$ cat src/rtl/tcgr_pkg.sv
// Package for the text console glyph renderer: constants, codes and types.
// Used by the font store, the row sequencer and the top level; depends on nothing.
package tcgr_pkg;

	// Defaults of the top-level parameters.
	localparam int FONT_BYTES_DEF      = 4096;
	localparam int MAX_GLYPH_WIDTH_DEF = 16;

	// Character codes.
	localparam logic [7:0] CODE_NEWLINE = 8'd10;
	localparam logic [7:0] CODE_FIRST   = 8'd32;
	localparam logic [7:0] CODE_SUBST   = 8'd63;
	localparam logic [7:0] CURSOR_MAX   = 8'd255;

	// Glyph geometry limits.
	localparam logic [4:0] MAX_ROWS = 5'd16;

	// Configuration register indexes.
	typedef enum logic [1:0] {
		CFG_GLYPH_WIDTH   = 2'd0,
		CFG_GLYPH_HEIGHT  = 2'd1,
		CFG_BYTES_PER_ROW = 2'd2,
		CFG_COLUMN_LIMIT  = 2'd3
	} cfg_reg_t;

	// Register reset values.
	localparam logic [4:0] GLYPH_WIDTH_RST   = 5'd11;
	localparam logic [4:0] GLYPH_HEIGHT_RST  = 5'd16;
	localparam logic [1:0] BYTES_PER_ROW_RST = 2'd2;
	localparam logic [7:0] COLUMN_LIMIT_RST  = 8'd29;

	// Row sequencer states.
	typedef enum logic [2:0] {
		ST_IDLE,
		ST_MULT,
		ST_RD0,
		ST_RD1,
		ST_EMIT
	} seq_state_t;

	// Command from the top level to the row sequencer.
	typedef struct packed {
		logic       start;
		logic [6:0] glyph_idx;
		logic [4:0] width;
		logic [4:0] height;
		logic       two_bytes;
		logic [7:0] col;
		logic [7:0] row;
	} seq_cmd_t;

	// Status from the row sequencer.
	typedef struct packed {
		logic busy;
		logic done;
	} seq_stat_t;

endpackage

$ cat src/rtl/tcgr_seq.sv
// Row sequencer: walks the rows of one glyph with a shared address adder,
// reads the font store and loads the result register. Depends on tcgr_pkg.
module tcgr_seq #(
	parameter int AW = 12
) (
	input  logic                clk,
	input  logic                arst_n,
	input  tcgr_pkg::seq_cmd_t  cmd,
	output tcgr_pkg::seq_stat_t stat,
	output logic [AW-1:0]       mem_raddr,
	input  logic [7:0]          mem_rdata,
	output logic                out_valid,
	input  logic                out_stall,
	output logic [11:0]         pixel_x,
	output logic [11:0]         pixel_y,
	output logic [15:0]         row_bits,
	output logic                last_row
);

	tcgr_pkg::seq_state_t state_q, state_d;

	logic [6:0]    idx_q;
	logic [AW-1:0] addr_q;
	logic [11:0]   px_q;
	logic [11:0]   rowh_q;
	logic [3:0]    r_q;
	logic [7:0]    byte0_q;

	logic          out_valid_q;
	logic [11:0]   pixel_x_q;
	logic [11:0]   pixel_y_q;
	logic [15:0]   row_bits_q;
	logic          last_row_q;

	logic [5:0]    stride;
	logic [12:0]   base_prod;
	logic [12:0]   px_prod;
	logic [12:0]   rowh_prod;
	logic          inc;
	logic [AW-1:0] addr_sum;
	logic          out_free;
	logic          is_last;
	logic          load;
	logic [15:0]   mask;
	logic [11:0]   py_cur;

	// Glyph start address and pixel origins; registered before use.
	assign stride    = cmd.two_bytes ? {cmd.height, 1'b0} : {1'b0, cmd.height};
	assign base_prod = 13'(idx_q * stride);
	assign px_prod   = 13'(cmd.col * cmd.width);
	assign rowh_prod = 13'(cmd.row * cmd.height);

	// Shared address adder: next byte of the row, or on to the next row.
	assign inc      = (state_q == tcgr_pkg::ST_RD0) ? 1'b1 : cmd.two_bytes;
	assign addr_sum = addr_q + AW'(inc);

	assign mem_raddr = addr_q;
	assign out_free  = !out_valid_q || !out_stall;
	assign is_last   = (5'({1'b0, r_q} + 5'd1) == cmd.height);
	assign mask      = ~(16'hFFFF >> cmd.width);
	assign py_cur    = rowh_q + {8'd0, r_q};

	// Next state and load control.
	always_comb begin
		state_d = state_q;
		load    = 1'b0;
		case (state_q)
			tcgr_pkg::ST_IDLE: begin
				if (cmd.start) begin
					state_d = tcgr_pkg::ST_MULT;
				end
			end
			tcgr_pkg::ST_MULT: state_d = tcgr_pkg::ST_RD0;
			tcgr_pkg::ST_RD0:  state_d = tcgr_pkg::ST_RD1;
			tcgr_pkg::ST_RD1:  state_d = tcgr_pkg::ST_EMIT;
			tcgr_pkg::ST_EMIT: begin
				if (out_free) begin
					load    = 1'b1;
					state_d = is_last ? tcgr_pkg::ST_IDLE : tcgr_pkg::ST_RD0;
				end
			end
			default: state_d = tcgr_pkg::ST_IDLE;
		endcase
	end

	assign stat.busy = (state_q != tcgr_pkg::ST_IDLE);
	assign stat.done = load && is_last;

	// State register.
	always_ff @(posedge clk or negedge arst_n) begin
		if (!arst_n) begin
			state_q <= tcgr_pkg::ST_IDLE;
		end else begin
			state_q <= state_d;
		end
	end

	// Working registers of the glyph walk.
	always_ff @(posedge clk) begin
		case (state_q)
			tcgr_pkg::ST_IDLE: begin
				idx_q <= cmd.glyph_idx;
			end
			tcgr_pkg::ST_MULT: begin
				addr_q <= AW'(base_prod);
				px_q   <= px_prod[11:0];
				rowh_q <= rowh_prod[11:0];
				r_q    <= 4'd0;
			end
			tcgr_pkg::ST_RD0: begin
				addr_q <= addr_sum;
			end
			tcgr_pkg::ST_RD1: begin
				byte0_q <= mem_rdata;
			end
			tcgr_pkg::ST_EMIT: begin
				if (load) begin
					addr_q <= addr_sum;
					r_q    <= r_q + 4'd1;
				end
			end
			default: ;
		endcase
	end

	// Result register valid flag.
	always_ff @(posedge clk or negedge arst_n) begin
		if (!arst_n) begin
			out_valid_q <= 1'b0;
		end else if (load) begin
			out_valid_q <= 1'b1;
		end else if (!out_stall) begin
			out_valid_q <= 1'b0;
		end
	end

	// Result register payload.
	always_ff @(posedge clk) begin
		if (load) begin
			pixel_x_q  <= px_q;
			pixel_y_q  <= py_cur;
			row_bits_q <= {byte0_q, mem_rdata} & mask;
			last_row_q <= is_last;
		end
	end

	assign out_valid = out_valid_q;
	assign pixel_x   = pixel_x_q;
	assign pixel_y   = pixel_y_q;
	assign row_bits  = row_bits_q;
	assign last_row  = last_row_q;

endmodule

$ cat config.mk
export PLATFORM = sky130hd
export DESIGN_NAME = tcgr_seq
export DESIGN_NICKNAME = d
export VERILOG_FILES = /design/src/rtl/tcgr_pkg.sv /design/src/rtl/tcgr_seq.sv
export SDC_FILE = /design/constraint.sdc
export NUM_CORES = 1
export LEC_CHECK = 0
export BUFFER_PORTS_ARGS = -buffer_cell sky130_fd_sc_hd__buf_4
export CORE_ASPECT_RATIO = 0.75
export CORE_UTILIZATION = 35
export CTS_CLUSTER_DIAMETER = 40
export DETAILED_ROUTE_END_ITERATION = 7
export PLACE_DENSITY_LB_ADDON = 0.08
export SYNTH_ARGS = -nofsm -noshare
export SYNTH_HDL_FRONTEND = slang
export SYNTH_SLANG_ARGS = --single-unit
$ cat constraint.sdc
create_clock -name clk -period 7.6 [get_ports clk]
set_input_delay 1.52 -clock clk [delete_from_list [all_inputs] [get_ports clk]]
set_output_delay 1.52 -clock clk [all_outputs]
set_load 0.005 [all_outputs]
=== Yosys cells after proc, flatten, opt, wreduce, memory -nomap -nowiden ===
Cells that the tools add are included.

* Output and inout bits: 56
* Input port bits: 46
* Flip-flop bits (word level): 100

* Add/sub/neg operators: 4
* Shift-type cells: 1
* Reduce and logical (&&, ||, !) cells: 11
* Bitwise gates (word level): 2
* Multipliers: 3
* Mux-type cells: 14
* Equality and inequality tests: 9

{| class="wikitable"
|+ Operators with widths
! operator !! number
|-
| $pmux 12 s3 || 1
|-
| $mul 8x5->12 || 2
|-
| $and 16x16->16 || 1
|-
| $not 16->16 || 1
|-
| $shr 16x5->16 const A || 1
|-
| $pmux 3 s5 || 1
|-
| $add 12x1->12 || 1
|-
| $add 12x4->12 || 1
|-
| $mul 7x6->12 || 1
|-
| $mux 12 || 1
|-
| $pmux 4 s2 || 1
|-
| $eq 3x2->1 const B || 2
|-
| $mux 3 || 2
|-
| $mux 6 || 1
|-
| $ne 2x2->1 const B || 3
|-
| $reduce_and 2->1 || 3
|-
| $reduce_bool 3->1 || 2
|-
| $add 4x1->5 const B || 1
|-
| $eq 5x5->1 || 1
|-
| $mux 1 || 5
|-
| $add 4x1->4 const B || 1
|-
| $mux 4 || 1
|-
| $eq 3x1->1 const B || 1
|-
| $eq 3x3->1 const B || 1
|-
| 7 further kinds || 8
|}

=== Depth between registers and ports, before layout ===
* Word-level depth: 6
* Mapped depth: 15
* Mapped depth without buffers: 14

=== Worst setup path after synthesis ===
Ideal clock, no wire load.

* Kind: input to register
* Start point: input cmd[16] in the netlist's numbering
* End point: register addr_q[11] (netlist: mem_raddr[11]) (data pin)
* Path buffers: 1
* Slack: 2465 ps
* Library setup time: 261 ps
* Arrival time: 4874 ps
* Stages: 14
* Cells stage by stage: buf_2 -> mux2i_1 -> nor2b_1 -> fa_1 -> inv_1 -> fa_1 -> fa_1 -> inv_1 -> ha_1 -> a21o_1 -> a41oi_2 -> nand3b_1 -> a21oi_1 -> o31ai_2

* Cells in the longest elaborated chain, start to end: 4

{| class="wikitable"
|+ RTL lines
! what !! line !! text
|-
| start: declaration || tcgr_seq.sv:8 || <nowiki>input tcgr_pkg::seq_cmd_t cmd,</nowiki>
|-
| branches (longest 3 deep; another with $mul 7x6->12) || - ||
|-
| $pmux 12 s3 (*) || tcgr_seq.sv:100 || <nowiki>case (state_q)</nowiki>
|-
| end signal: assignment || tcgr_seq.sv:105 || <nowiki>addr_q <= AW'(base_prod);</nowiki>
|-
| end signal: assignment || tcgr_seq.sv:111 || <nowiki>addr_q <= addr_sum;</nowiki>
|-
| end signal: assignment || tcgr_seq.sv:118 || <nowiki>addr_q <= addr_sum;</nowiki>
|-
| end: declaration || tcgr_seq.sv:23 || <nowiki>logic [AW-1:0] addr_q;</nowiki>
|}

Mark *: on every way between the ends. The select of a mux whose other input is x is not followed.
A chain may end at the register's enable or synchronous reset.

=== Worst setup path after layout ===
Same ends and word-level chain as after synthesis.

==> results_dict.tcl <==
set metrics [dict create \
    vias_per_cell 4.75 \
    min_path_cells 0 \
    critPathSlowestCell "fa_1" \
    clockRootBuffer "clkbuf_16" \
    ys.flop_type "edfxtp_1" \
    tightest_slew_ps 1060 \
    cts_buffer_depth 2 \
    rsz0062_at_grt "no" \
    grt_pass1_wl_um 25100 \
    ys_top_cells_by_count "edfxtp_1 (96), inv_1 (90), nand2_1 (76)" \
    drc_errors 0 \
    postSynthCellCount 708 \
    switching_share 0.397 \
    required_ps 7780 \
    die_h_um 130 \
    antenna_found_initial 0 \
    setup_viol 0 \
    drive_gt1_frac 0.162 \
    wl_um 15300 \
    ir_worst_vdd_uv 119 \
    p_leak_nw 3.99 \
    path_cells "buf_4 -> mux2i_1 -> nor2b_1 -> fa_1 -> inv_1 -> fa_1 -> fa_1 -> inv_1 -> ha_1 -> a21o_1 -> a41oi_2 -> nand3b_1 -> and3_1 -> o31ai_2" \
    asyncSetResetFlopFracSynth 0.0400 \
    vias 5205 \
    hp-class "register to register" \
    area.growth.synth_to_final_pct 17.9 \
    hold_buffers 0 \
    initial_core_util 0.358 \
    diodes 0 \
    numPortBuffers 101 \
    post_cts_buffers 0 \
    ys_types 45 \
    hold_viol_final 0 \
    grt_max_degree 42 \
    slew_headroom 0.292 \
    grt.total_usage 0.146 \
    routedWlPerCell_um 13.9 \
    p_total_mw 2.94 \
    max_cap_viol_count 0 \
    min_period_over_period 0.673 \
    cts_tree "done" \
    clk_pin_slew_ps 80 \
    yosysWarnings 0 \
    final_nets 971 \
    powerDensity_mw_per_mm2 328 \
    p_switching_mw 1.17 \
    drt_pass1_iterations 4 \
    cp-start-kind "primary input" \
    cts_made_buffers 9 \
    htree_levels 3 \
    synth_most_common_cell "edfxtp_1" \
    core_mm2 0.0212 \
    netlist.area_leader.share 0.379 \
    antenna_left 0 \
    seq_power_share 0.347 \
    synth-seq-cells 100 \
    synth.cell_area_mm2 0.00761 \
    rr_worst_depth 12 \
    maxSlewViolCount 0 \
    critical_path_class "primary input to register" \
    status "finished clean" \
    io-pin-count 102 \
    max_stage_delay_ps 550 \
    finalSetupTns_ps 0 \
    p_comb_frac 0.493 \
    cp_common_cell "fa_1" \
    num_rows 46 \
    fp.dieArea_mm2 0.0223 \
    grt_pass1_vias 5009 \
    cts_sinks 100 \
    syn-mean-instance-area_um2 10.7 \
    cp-end-kind "register" \
    clk-insertion-delay-late_ps 360 \
    synth_fp_nets 876 \
    fin_crit_ps 5110 \
    drt_iter0_markers 274 \
    synth_top_cell_by_area "edfxtp_1" \
    power.clock.fraction 0.161 \
    synth_area_leaders "edfxtp_1 (38%), fa_1 (14%), ha_1 (11%), and2_1 (4.9%), xnor2_1 (4.5%)" \
    fin_worst_skew_ps 7.80 \
    die_x_um 172 \
    grt-ovfl-total 0 \
    power.internal_mw 1.77 \
    cts_resized 0 \
    max_freq_ghz 0.196 \
    synth_enable_flop_cells 96 \
    ys_seq_area_frac 0.392 \
    hpwl_um 11900 \
    crit_path_max_fanout 13 \
    cp.arrival_ps 5290 \
    gp_congestion 0.832 \
]
metal layers:
layer | wire length, um | vias up | GRT usage | part of all wire
met4 | 140 | 0 | 0.0359 | 0.0092
met2 | 6700 | 120 | 0.214 | 0.44
li1 | - | 2538 | - | -
met3 | 835 | 8 | 0.0351 | 0.055
met5 | 0 | - | 0 | 0
met1 | 7610 | 2539 | 0.214 | 0.50
logic make-up (layout without fill, tap and decap cells):
logic type                 Yosys count  count (layout)  share of synthesized area
and+or+nand+nor                    230             230                      0.152
adders and majority gates          122             122                      0.255
buffers and inverters              110             210                     0.0559
DFF                                100             100                      0.392
muxes                                5               5                    0.00707
AOI/OAI and AO/OA                   84              84                     0.0727
xor gates and xnor gates            57              57                     0.0656
worst max-delay path: cells and delay by family:
| family | cells | cell delay, ps |
|---|---|---|
| AO/OA/AOI/OAI | 3 | 620 |
| adder cells (fa/ha/maj) | 4 | 1890 |
| buffers and inverters | 3 | 260 |
| multiplexers | 1 | 530 |
| AND/OR/NAND/NOR | 3 | 460 |
state kept, by name (all words and copies together), names as in the netlist, 3 cells and up:
signal / count
px_q: 12
mem_raddr: 12
r_q: 4
pixel_x: 12
idx_q: 7
state_q: 3
byte0_q: 8
row_bits: 16
pixel_y: 12
rowh_q: 12
power groups by stage:
stage               Combinational, mW  Sequential (mW)  Clock, mW
floorplan                        1.07            0.994          0
global placement                 1.45             1.03          0
detailed placement               1.46             1.03          0
CTS                              1.48             1.02      0.493
global route                     1.67             1.04      0.511
finish                           1.45             1.02      0.473
cell usage in the layout, fill, tap and decap left out, drive strengths merged:
| cell | n |
|---|---|
| mux2i | 2 |
| a21boi | 5 |
| nor3 | 9 |
| fa | 55 |
| nand3 | 13 |
| o22a | 1 |
| and3 | 5 |
| a211oi | 5 |
| mux2 | 3 |
| nand2b | 4 |
| o21a | 8 |
| o41ai | 2 |
| nor2b | 18 |
| nor4 | 2 |
| nand2 | 76 |
| and2 | 59 |
| nand4 | 4 |
| ha | 67 |
| clkbuf | 9 |
| edfxtp | 96 |
| or2 | 2 |
| xnor2 | 39 |
| o31ai | 1 |
| buf | 104 |
| a21oi | 23 |
| a31oi | 2 |
| nor2 | 36 |
| o21bai | 4 |
| and4 | 1 |
| clkinv | 5 |
| xor2 | 18 |
| o21ai | 20 |
| o41a | 1 |
| nand3b | 1 |
| a41oi | 1 |
| o22ai | 1 |
| dfrtp | 4 |
| inv | 92 |
| o31a | 1 |
| a21o | 9 |
final timing paths:
check | startpoint | to | slack [ps]
setup / recovery | cmd[16] | mem_raddr[11]$_DFFE_PP_ | 2490
setup reg to reg | idx_q[3]$_DFFE_PN_ | mem_raddr[11]$_DFFE_PP_ | 3840
min in group asynchronous | arst_n | state_q[0]$_DFFE_PN0P_ | 940
hold / removal | px_q[2]$_DFFE_PP_ | pixel_x[2]$_DFFE_PP_ | 420
max in group asynchronous | arst_n | out_valid$_DFFE_PN0P_ | 6560
hold reg to reg | px_q[2]$_DFFE_PP_ | pixel_x[2]$_DFFE_PP_ | 420
layout make-up:
type / count / area (um^2)
clock buffer: 9 / 225
clock inverter: 7 / 86.3
fill: 2071 / 12300
inverter: 90 / 338
multi-input combinational: 498 / 4200
sequential: 100 / 2980
tap: 288 / 360
timing repair buffer: 104 / 781
per-stage QoR:
| step | cell area, um^2 | std cells | utilization | hold slack, ps | setup WS (ps) |
|---|---|---|---|---|---|
| floorplan | 7610 | 708 | - | 400 | 2460 |
| global placement | 8660 | 1080 | 0.408 | 405 | 2270 |
| detailed placement | 8660 | 1080 | 0.408 | 406 | 2120 |
| CTS | 8970 | 1096 | 0.422 | 425 | 2490 |
| global route | 8970 | 1096 | 0.422 | 427 | 2230 |
| finish | 8970 | 1096 | 0.422 | 424 | 2490 |
Note: power is estimated with default switching activity, not from simulation.
